**src/rat_pkg.sv**
```systemverilog
`timescale 1ns / 1ps
// Shared types and constants of the rational accumulator.
// Depends on nothing.
package rat_pkg;

  // Width of every numerator and denominator field on the stream ports.
  localparam int unsigned FieldW = 32;

  // Request codes carried in the slave-side tuser.
  typedef enum logic [1:0] {
    REQ_SET    = 2'd0,
    REQ_ADD    = 2'd1,
    REQ_REDUCE = 2'd2,
    REQ_FLIP   = 2'd3
  } req_e;

endpackage

```
**src/rational_accumulator.sv**
```systemverilog
`timescale 1ns / 1ps
// Rational accumulator: holds one signed fraction, reset to 1/1. Depends on rat_pkg.
// Set, flip and an add with a zero denominator go straight from acceptance to the done
// state; reduce and add run a binary gcd, then restoring divisions and shift-add multiplies
// of WORD_WIDTH steps each (reduce stops after the gcd when it is at most 1). One word is
// in work at a time; s_axis_tready is high only while idle. rst_ni clears the sequencer
// and the output valid, and sets the fraction to 1/1.
module rational_accumulator
  import rat_pkg::*;
#(
  parameter int unsigned WORD_WIDTH = 32
) (
  input  logic                clk_i,
  input  logic                rst_ni,
  // Request word.
  input  logic                s_axis_tvalid,
  output logic                s_axis_tready,
  input  logic [2*FieldW-1:0] s_axis_tdata,  // in_num [31:0], in_den [63:32]
  input  logic [1:0]          s_axis_tuser,  // req_type [1:0]
  // Result word.
  output logic                m_axis_tvalid,
  input  logic                m_axis_tready,
  output logic [2*FieldW-1:0] m_axis_tdata,  // out_num [31:0], out_den [63:32]
  output logic                m_axis_tuser   // ok [0]
);

  localparam int unsigned W  = WORD_WIDTH;
  localparam int unsigned CW = $clog2(WORD_WIDTH + 1);

  typedef enum logic [2:0] {
    ST_IDLE,
    ST_GCD,
    ST_DIV_LD,
    ST_DIV_RUN,
    ST_MUL_LD,
    ST_MUL_RUN,
    ST_DONE
  } state_e;

  state_e          state_q;
  req_e            op_q;
  logic [W-1:0]    num_q, den_q;
  logic [W-1:0]    opn_q, opd_q;
  logic [W-1:0]    ma_q, mb_q;
  logic [W-1:0]    a_q, b_q, g_q;
  logic [CW-1:0]   k_q, cnt_q;
  logic [1:0]      idx_q;
  logic [W-1:0]    rem_q;
  logic [W-1:0]    dq_q;
  logic [W-1:0]    q1_q, q2_q;
  logic [W-1:0]    mc_q, mp_q, acc_q, sum_q;
  logic            ok_q;
  logic            ovalid_q;
  logic [FieldW-1:0] onum_q, oden_q;
  logic            ook_q;

  // Operand words wrapped to the internal width.
  logic [W-1:0] in_num_w, in_den_w;
  assign in_num_w = W'($signed(s_axis_tdata[FieldW-1:0]));
  assign in_den_w = W'($signed(s_axis_tdata[2*FieldW-1:FieldW]));

  // Magnitudes of the stored parts and the operand denominator.
  logic [W-1:0] mag_num, mag_den, mag_ind;
  assign mag_num = num_q[W-1] ? W'(-num_q) : num_q;
  assign mag_den = den_q[W-1] ? W'(-den_q) : den_q;
  assign mag_ind = in_den_w[W-1] ? W'(-in_den_w) : in_den_w;

  // Binary gcd step and its two subtractors.
  logic         a_ge_b;
  logic [W-1:0] a_m_b, b_m_a, gcd_res;
  assign a_ge_b  = a_q >= b_q;
  assign a_m_b   = a_q - b_q;
  assign b_m_a   = b_q - a_q;
  assign gcd_res = (a_q == '0) ? (b_q << k_q) : (a_q << k_q);

  // Restoring division step; the remainder always stays below the divisor.
  logic [W:0]   trial;
  logic         qbit;
  logic [W-1:0] dq_next;
  assign trial   = {rem_q, dq_q[W-1]};
  assign qbit    = trial >= {1'b0, g_q};
  assign dq_next = {dq_q[W-2:0], qbit};

  // Shift-add multiply step and the signed product once finished.
  logic [W-1:0] acc_next, prod;
  logic         prod_neg;
  assign acc_next = mp_q[0] ? acc_q + mc_q : acc_q;
  assign prod_neg = (idx_q == 2'd0) ? den_q[W-1] : ((idx_q == 2'd1) ? opd_q[W-1] : 1'b0);
  assign prod     = prod_neg ? W'(-acc_next) : acc_next;

  assign s_axis_tready = (state_q == ST_IDLE);
  assign m_axis_tvalid = ovalid_q;
  assign m_axis_tdata  = {oden_q, onum_q};
  assign m_axis_tuser  = ook_q;

  // Sequencer, fraction state and output register.
  always_ff @(posedge clk_i or negedge rst_ni) begin
    if (!rst_ni) begin
      state_q  <= ST_IDLE;
      num_q    <= W'(1);
      den_q    <= W'(1);
      ovalid_q <= 1'b0;
      ok_q     <= 1'b0;
      op_q     <= REQ_SET;
      idx_q    <= '0;
      cnt_q    <= '0;
      k_q      <= '0;
    end else begin
      if (ovalid_q && m_axis_tready && state_q != ST_DONE) begin
        ovalid_q <= 1'b0;
      end
      unique case (state_q)
        ST_IDLE: begin
          if (s_axis_tvalid) begin
            op_q  <= req_e'(s_axis_tuser);
            opn_q <= in_num_w;
            opd_q <= in_den_w;
            ok_q  <= 1'b0;
            k_q   <= '0;
            state_q <= ST_DONE;
            unique case (req_e'(s_axis_tuser))
              REQ_SET: begin
                if (in_den_w != '0) begin
                  num_q <= in_num_w;
                  den_q <= in_den_w;
                  ok_q  <= 1'b1;
                end
              end
              REQ_ADD: begin
                if (in_den_w != '0 && den_q != '0) begin
                  ma_q    <= mag_den;
                  mb_q    <= mag_ind;
                  a_q     <= mag_den;
                  b_q     <= mag_ind;
                  state_q <= ST_GCD;
                end
              end
              REQ_REDUCE: begin
                ma_q    <= mag_num;
                mb_q    <= mag_den;
                a_q     <= mag_num;
                b_q     <= mag_den;
                state_q <= ST_GCD;
              end
              REQ_FLIP: begin
                if (num_q != '0) begin
                  num_q <= den_q;
                  den_q <= num_q;
                  ok_q  <= 1'b1;
                end
              end
              default: ;
            endcase
          end
        end
        ST_GCD: begin
          priority if (a_q == '0 || b_q == '0) begin
            g_q   <= gcd_res;
            idx_q <= '0;
            if (op_q == REQ_REDUCE && gcd_res <= W'(1)) begin
              state_q <= ST_DONE;
            end else begin
              state_q <= ST_DIV_LD;
            end
          end else if (!a_q[0] && !b_q[0]) begin
            a_q <= a_q >> 1;
            b_q <= b_q >> 1;
            k_q <= k_q + CW'(1);
          end else if (!a_q[0]) begin
            a_q <= a_q >> 1;
          end else if (!b_q[0]) begin
            b_q <= b_q >> 1;
          end else if (a_ge_b) begin
            a_q <= a_m_b;
          end else begin
            b_q <= b_m_a;
          end
        end
        ST_DIV_LD: begin
          rem_q <= '0;
          cnt_q <= '0;
          if ((op_q == REQ_ADD) == (idx_q == 2'd0)) begin
            dq_q <= mb_q;
          end else begin
            dq_q <= ma_q;
          end
          state_q <= ST_DIV_RUN;
        end
        ST_DIV_RUN: begin
          rem_q <= qbit ? W'(trial - {1'b0, g_q}) : trial[W-1:0];
          dq_q  <= dq_next;
          cnt_q <= cnt_q + CW'(1);
          if (cnt_q == CW'(W - 1)) begin
            if (idx_q == 2'd0) begin
              q1_q    <= dq_next;
              idx_q   <= 2'd1;
              state_q <= ST_DIV_LD;
            end else if (op_q == REQ_REDUCE) begin
              num_q   <= num_q[W-1] ? W'(-q1_q) : q1_q;
              den_q   <= den_q[W-1] ? W'(-dq_next) : dq_next;
              ok_q    <= 1'b1;
              state_q <= ST_DONE;
            end else begin
              q2_q    <= dq_next;
              idx_q   <= 2'd0;
              sum_q   <= '0;
              state_q <= ST_MUL_LD;
            end
          end
        end
        ST_MUL_LD: begin
          acc_q <= '0;
          cnt_q <= '0;
          unique case (idx_q)
            2'd0: begin
              mc_q <= num_q;
              mp_q <= q1_q;
            end
            2'd1: begin
              mc_q <= opn_q;
              mp_q <= q2_q;
            end
            default: begin
              mc_q <= mb_q;
              mp_q <= q2_q;
            end
          endcase
          state_q <= ST_MUL_RUN;
        end
        ST_MUL_RUN: begin
          acc_q <= acc_next;
          mc_q  <= mc_q << 1;
          mp_q  <= mp_q >> 1;
          cnt_q <= cnt_q + CW'(1);
          if (cnt_q == CW'(W - 1)) begin
            if (idx_q == 2'd2) begin
              num_q   <= sum_q;
              den_q   <= prod;
              ok_q    <= 1'b1;
              state_q <= ST_DONE;
            end else begin
              sum_q   <= sum_q + prod;
              idx_q   <= idx_q + 2'd1;
              state_q <= ST_MUL_LD;
            end
          end
        end
        ST_DONE: begin
          if (!ovalid_q || m_axis_tready) begin
            ovalid_q <= 1'b1;
            state_q  <= ST_IDLE;
          end
        end
        default: state_q <= ST_IDLE;
      endcase
    end
  end

  // Result payload, loaded as the word is handed to the output register.
  always_ff @(posedge clk_i) begin
    if (state_q == ST_DONE && (!ovalid_q || m_axis_tready)) begin
      onum_q <= FieldW'($signed(num_q));
      oden_q <= FieldW'($signed(den_q));
      ook_q  <= ok_q;
    end
  end

endmodule
```
**config.mk**
```make
export PLATFORM = sky130hd
export DESIGN_NAME = rational_accumulator
export DESIGN_NICKNAME = d
export VERILOG_FILES = /design/src/rat_pkg.sv /design/src/rational_accumulator.sv
export SDC_FILE = /design/constraint.sdc
export NUM_CORES = 2
export LEC_CHECK = 0
export BUFFER_PORTS_ARGS = -buffer_cell sky130_fd_sc_hd__buf_2
export CORE_ASPECT_RATIO = 0.75
export CORE_UTILIZATION = 45
export DETAILED_ROUTE_END_ITERATION = 10
export PLACE_DENSITY_LB_ADDON = 0.12
export SLEW_MARGIN = 20
export SYNTH_ARGS = -nofsm -noshare
export SYNTH_HDL_FRONTEND = slang
export SYNTH_SLANG_ARGS = --single-unit
```
**constraint.sdc**
```tcl
create_clock -name clk_i -period 5.5 [get_ports clk_i]
set_input_delay 1.1 -clock clk_i [delete_from_list [all_inputs] [get_ports clk_i]]
set_output_delay 1.1 -clock clk_i [all_outputs]
set_load 0.1 [all_outputs]
```
* Word-level counts from Yosys, hierarchy flattened
Index checks and enable logic that the tools add are counted.
Storage, ports and cells: bits in writable memories 0, logic and storage cells 236, output and inout port bits 67, memory bits (read-only) 0, register bits after elaboration 630, bits in latches 0, memories kept 0
Operators by class: reduce and logical (&&, ||, !) cells 47, bitwise logic cells 2, shift operators 2, $lt $le $gt $ge 3, multiply operators 0, equal/unequal tests 39, muxes and demuxes 100, divide/modulo/power cells 0, add/subtract/negate cells 14
Operator list (count):
- 32-bit 2-to-1 mux | 46
- 32-bit one-hot mux with 2 select lines | 13
- 32-bit negation | 6
- 32-bit one-hot mux with 3 select lines | 2
- 32-bit nonzero test | 3
- 32-bit subtractor | 3
- 32-bit adder | 2
- 32-bit zero test | 2
- 32-bit by 6-bit left shift with 32-bit output | 2
- 33-bit by 32-bit >= comparator with 1-bit output | 1
- 32-bit >= comparator | 1
- 32-bit by 1-bit <= comparator with 1-bit output (second input constant) | 1
- 2-bit != test (second input constant) | 13
- 3-bit 2-to-1 mux | 8
- 6-bit one-hot mux with 2 select lines | 2
- 3-bit one-hot mux with 7 select lines | 1
- 7-bit AND reduction | 3
- 6-bit 2-to-1 mux | 3
- 3-bit != test (second input constant) | 6
- 2-bit 2-to-1 mux | 8
- 8-bit AND reduction | 2
- 5-bit AND reduction | 3
- 1-bit 2-to-1 mux | 13
- 6-bit by 1-bit adder with 6-bit output (second input constant) | 2
- other kinds (28) | 61

* Longest topological paths before layout
depth in word-level cells 8, mapped depth 24, gate-level depth less buffers 24

* Least setup slack after synthesis
Ideal clock, no wire load.
kind reg-to-reg, start point register state_q[1], end point register ma_q[0] (enable), cell stages (with the launch flop) 7, setup slack -1296 ps, arrival time 6302 ps, cell sequence dfrtp_1 clkbuf_1 or2_2 clkbuf_1 nor2_1 and3_1 nor2b_1
On the way: cells in the longest elaborated chain, start to end 2
RTL lines:
- start: declaration | RTL line rational_accumulator.sv:40 | state_e state_q;
- start signal: assignment | RTL line rational_accumulator.sv:99 | state_q <= ST_IDLE;
- start signal: assignment | RTL line rational_accumulator.sv:120 | state_q <= ST_DONE;
- start signal: assignment | RTL line rational_accumulator.sv:135 | state_q <= ST_GCD;
- 3-bit zero test
- named net s_axis_tready | RTL line rational_accumulator.sv:17 | output logic s_axis_tready,
- 5-bit AND reduction (no source line)
- end signal: assignment | RTL line rational_accumulator.sv:131 | ma_q <= mag_den;
- end signal: assignment | RTL line rational_accumulator.sv:139 | ma_q <= mag_num;
- end: declaration | RTL line rational_accumulator.sv:44 | logic [W-1:0] ma_q, mb_q;
The timed path passes the listed nets, and every way through them passes these cells. A chain may end at the register's enable or synchronous reset.

* Worst setup path after layout
start point register mc_q[0], end point register sum_q[31] (data pin)
On the way: cells in the longest elaborated chain, start to end 8
RTL lines:
- start: declaration | RTL line rational_accumulator.sv:51 | logic [W-1:0] mc_q, mp_q, acc_q, sum_q;
- start signal: assignment | RTL line rational_accumulator.sv:216 | mc_q <= num_q;
- start signal: assignment | RTL line rational_accumulator.sv:220 | mc_q <= opn_q;
- start signal: assignment | RTL line rational_accumulator.sv:224 | mc_q <= mb_q;
- 32-bit adder * | RTL line rational_accumulator.sv:87 | assign acc_next = mp_q[0] ? acc_q + mc_q : acc_q;
- 32-bit 2-to-1 mux * | RTL line rational_accumulator.sv:87
- 32-bit negation | RTL line rational_accumulator.sv:89 | assign prod = prod_neg ? W'(-acc_next) : acc_next;
- 32-bit 2-to-1 mux * | RTL line rational_accumulator.sv:89
- 32-bit adder * | RTL line rational_accumulator.sv:242 | sum_q <= sum_q + prod;
- 32-bit 2-to-1 mux * | RTL line rational_accumulator.sv:236 | if (idx_q == 2'd2) begin
- 32-bit 2-to-1 mux * | RTL line rational_accumulator.sv:235 | if (cnt_q == CW'(W - 1)) begin
- 32-bit one-hot mux with 2 select lines * | RTL line rational_accumulator.sv:112 | unique case (state_q)
- end signal: assignment | RTL line rational_accumulator.sv:242
- end: declaration | RTL line rational_accumulator.sv:51
Mark *: on every way between the ends. The rest lies on a longest branch, timed or not. The select of a mux whose other input is x is not followed.

==> impl_results.md <==
- Wire length of the first global-routing pass: ~220 mm
- Clock root buffer: clkbuf_16
- Post-DRT Antenna Nets: 0
- Mean post-synth cell area: ~9.4 µm²
- Max_slew headroom: 0.212
- Power per cell area: 598 nW/µm²
- Synthesized cell area: 40700 µm²
- Placed instance count: about 5700
- Clock transition at the registers of the reported paths: 0.06 ns
- Area growth, synth to finish: 16.2%
- Hold crit path type: in -> async
- Fillcell total: between 8000 and 9000
- Adder-Cell Fraction of Synth Area: 0.0575
- #FFs+latches synth: between 500 and 600
- Number of global-route vias before repair: approximately 33000
- Std-Cell Rows: 95
- TNS Setup: -0.634 ns
- Via density: 6.11
- Largest net degree at the start of global routing: 143
- Worst slack at placement: -0.726 ns
- Compound-Gate Fraction of Synth Area: 0.203
- Final Cell Area: between 40000 and 50000 µm²
- Core area: 89500 µm²
- DIE HEIGHT: 262 µm
- Crit Path Max Fanout: 4
- R2R depth: 27
- Share of layout cells above drive strength 1: 0.153
- Maximum clock rate: 176 MHz
- RSZ-0062 raised after global routing: true
- Clk Latency, worst-skew pair: 0.65 ns
- GRT Overall Usage: 0.316
- Main synth FF type: edfxtp_1
- Worst Setup End Kind: flop
- Reg2Reg Launch Point: mc_q[0]$_SDFFCE_PP0P_
- CTS tree: done
- Status: complete, but fails checks
- Worst setup path class: reg -> reg
- H-tree Lvls: 3
- Crit path from: mc_q[0]$_SDFFCE_PP0P_
- Final setup violation count: 5
- Fin. max-slew vios: 0
- Setup ws final: -0.197 ns
- Post-Syn Instances: 4325
- Ys Warns: 0
- CTS max path bufs: 3
- Port-buffer cells: 136
- Clk sinks: ~600
- Fin crit share: 1.04
- Largest family of logic cells by synthesized area: compound AO/OA/AOI/OAI gates
- Post-synth ARST share: 0.142
- Initial antenna violation count: 11
- Skew final: around 0.033 ns
- Req. time, crit path: 5.85 ns
- Endpoints failing hold: 0
- # DRC: 0
- Tot Pwr: between 20000 and 30000 µW
- Wire per inst: ~25 µm
- Reg-to-reg setup timing slack: -0.20 ns
- Post-synthesis cell type count: between 90 and 100
- Synth Net Count: 4579
- Critical Path Sink: sum_q[31]$_SDFFCE_PN0P_
- Worst EP arrival: 6.05 ns
- Detail Placement HPWL: 111 mm
- DRT iter0 DRCs: 3961
- Top-area cell type share of the netlist area: 0.379
- Top cells by area, synth: edfxtp_1 (38%), ha_1 (5.5%), dfrtp_1 (5.1%), mux2i_1 (4.4%), nor2_1 (4.3%)
- N_diodes: 0
- Xor and xnor area share after synthesis: 0.0623
- Initial Util: 0.455
- CP startpoint kind: flop
- Synth Area in Simple Gates: 0.150
- Die area: approximately 92000 µm²
- Multiplexer share of the synthesized area: 0.0534
- Reg-to-Reg End: sum_q[31]$_SDFFCE_PN0P_
- Worst Tran Pin Value: 1.17 ns
- Max-Cap Viols: 0
- Sequential-to-total area share from yosys stat: 0.432
- Failing checks: setup timing
- I/O pin cnt: 137
- CTS Buf Count: 68
- Die width: 349 µm
- DR vias: roughly 36000
- Area after DPL: 44300 µm²
- Final nets: 4840
- TritonRoute pass-1 iters: 6
- Post-synth EDFFs: 514
- Area leader, netlist: edfxtp_1
- Fin cells: 5852
- Leakage: 0.0182 µW
- Remaining global-route overflow: 0
- Routability congestion estimate: between 0.9 and 1
- Total Wirelength: roughly 150 mm
- Worst vdd ir: about 450 µV
- Min cycle time layout: 5.70 ns
-- critical path: stages (launching register included) --
cell	delay, ns
edfxtp_1	0.39
ha_2	0.22
fa_2	0.37
a211oi_4	0.31
o21ai_4	0.14
a41oi_2	0.24
xor2_1	0.24
a31o_2	0.23
o2111ai_2	0.12
buf_4	0.17
buf_4	0.13
nor4_4	0.23
buf_4	0.18
nand2_1	0.05
o21a_1	0.20
xnor2_2	0.16
ha_4	0.31
nand2_4	0.05
a2111oi_4	0.45
nor2_1	0.13
o21ai_1	0.16
buf_4	0.15
a31oi_4	0.12
o31ai_4	0.20
a21oi_2	0.09
xnor2_1	0.13
xnor3_1	0.20
nor2_1	0.04
-- cells in the mapped netlist, types with 48 or more instances --
cell and count:
edfxtp_1 514, nor2_1 461, nand2_1 407, a21oi_1 341
o21ai_0 296, clkbuf_1 221, mux2i_1 180, ha_1 179
inv_1 174, xnor2_1 169, xor2_1 118, a31oi_1 90
a21o_1 85, dfrtp_1 83, a221oi_1 80, nor3_1 75
o31ai_1 63, nand3_1 62, or3_1 48
-- worst min-delay path by stage --
stage / endpoint / slack (ns) / cells after the start
after global routing: den_q[31]$_DFFE_PN0P_ / 0.41 / 1
after CTS: den_q[31]$_DFFE_PN0P_ / 0.38 / 1
final: den_q[31]$_DFFE_PN0P_ / 0.40 / 1
after detailed placement: m_axis_tuser$_DFFE_PP_ / 0.45 / 0
after floorplan: oden_q[11]$_DFFE_PP_ / 0.42 / 0
after global placement: m_axis_tuser$_DFFE_PP_ / 0.44 / 0
-- area by class of cell --
class / count / area [µm²] / share of cell area
repair buffers: 450 / 3200 / 0.0677
flip-flops and latches: 599 / 17600 / 0.372
multi-input cells: 3287 / 22000 / 0.466
clock buffers: 96 / 1930 / 0.0408
well taps: 1212 / 1520 / 0.0321
clock inverters: 28 / 348 / 0.00736
inverters: 180 / 676 / 0.0143
-- flip-flops by register name, summed over array words and instances, names as in the netlist, 32 cells and up --
name / flops
mc_q: 32
q2_q: 32
mp_q: 32
b_q: 32
q1_q: 32
ma_q: 32
mb_q: 32
oden_q: 32
a_q: 32
acc_q: 32
num_q: 32
opn_q: 32
sum_q: 32
onum_q: 32
dq_q: 32
g_q: 32
den_q: 32
rem_q: 32
-- layout by cell type (no fill, tap or decap), drive strengths merged, types with 14 or more instances in the layout --
| master | count |
|---|---|
| o31ai | 67 |
| clkinv | 24 |
| nand2 | 407 |
| a21oi | 341 |
| mux2 | 21 |
| edfxtp | 514 |
| clkbuf | 96 |
| nor2b | 37 |
| nor3 | 75 |
| o21a | 30 |
| nor4 | 38 |
| o22ai | 28 |
| o211ai | 21 |
| a31oi | 92 |
| xnor2 | 169 |
| a21boi | 14 |
| inv | 177 |
| nand3 | 62 |
| xor2 | 118 |
| o21ai | 303 |
| ha | 179 |
| or3 | 50 |
| a221oi | 80 |
| a21o | 85 |
| and3 | 21 |
| o41ai | 20 |
| a22oi | 37 |
| a211oi | 36 |
| or2 | 14 |
| nor2 | 461 |
| nand2b | 32 |
| mux2i | 180 |
| dfrtp | 83 |
| nand4 | 29 |
| and2 | 26 |
| buf | 450 |
| o21bai | 27 |
| or4 | 29 |
-- stage by stage --
step	hold WS (ns)	util
2_1_floorplan	0.423	-
3_3_place_gp	0.436	0.494
3_5_place_dp	0.448	0.495
4_1_cts	0.383	0.524
5_1_grt	0.411	0.528
6_report	0.395	0.528
-- metal layers --
metal	wire (µm)	GRT usage
met2	57700	0.415
met5	120	0
met4	4150	0.0878
met3	15300	0.0806
met1	70400	0.498
-- repair_timing --
item / 4_1_cts / 5_1_grt
resized for setup: 48 / 51
hold buffers: 0 / 0
cloned: 0 / 0
endpoints found under the setup margin: 9 / 12
setup buffers: 20 / 8
pin swaps: 38 / 33
-- kinds of logic (layout without fill, tap and decap cells) --
logic type	Yosys count	after routing
flops	599	599
compound gates	1285	1285
mux	207	207
simple gates	1323	1323
xor+xnor	288	288
buf+inv	439	754
fa+ha+maj	184	184
-- power breakdown --
part	total (µW)	internal, µW	switching, µW	leakage [µW]
registers	7220	6250	970	0.00571
clock network	4740	2720	2020	0.00110
logic	16300	7450	8850	0.0114
total	28300	16400	11800	0.0182
Power figures use the tool's default switching activity.
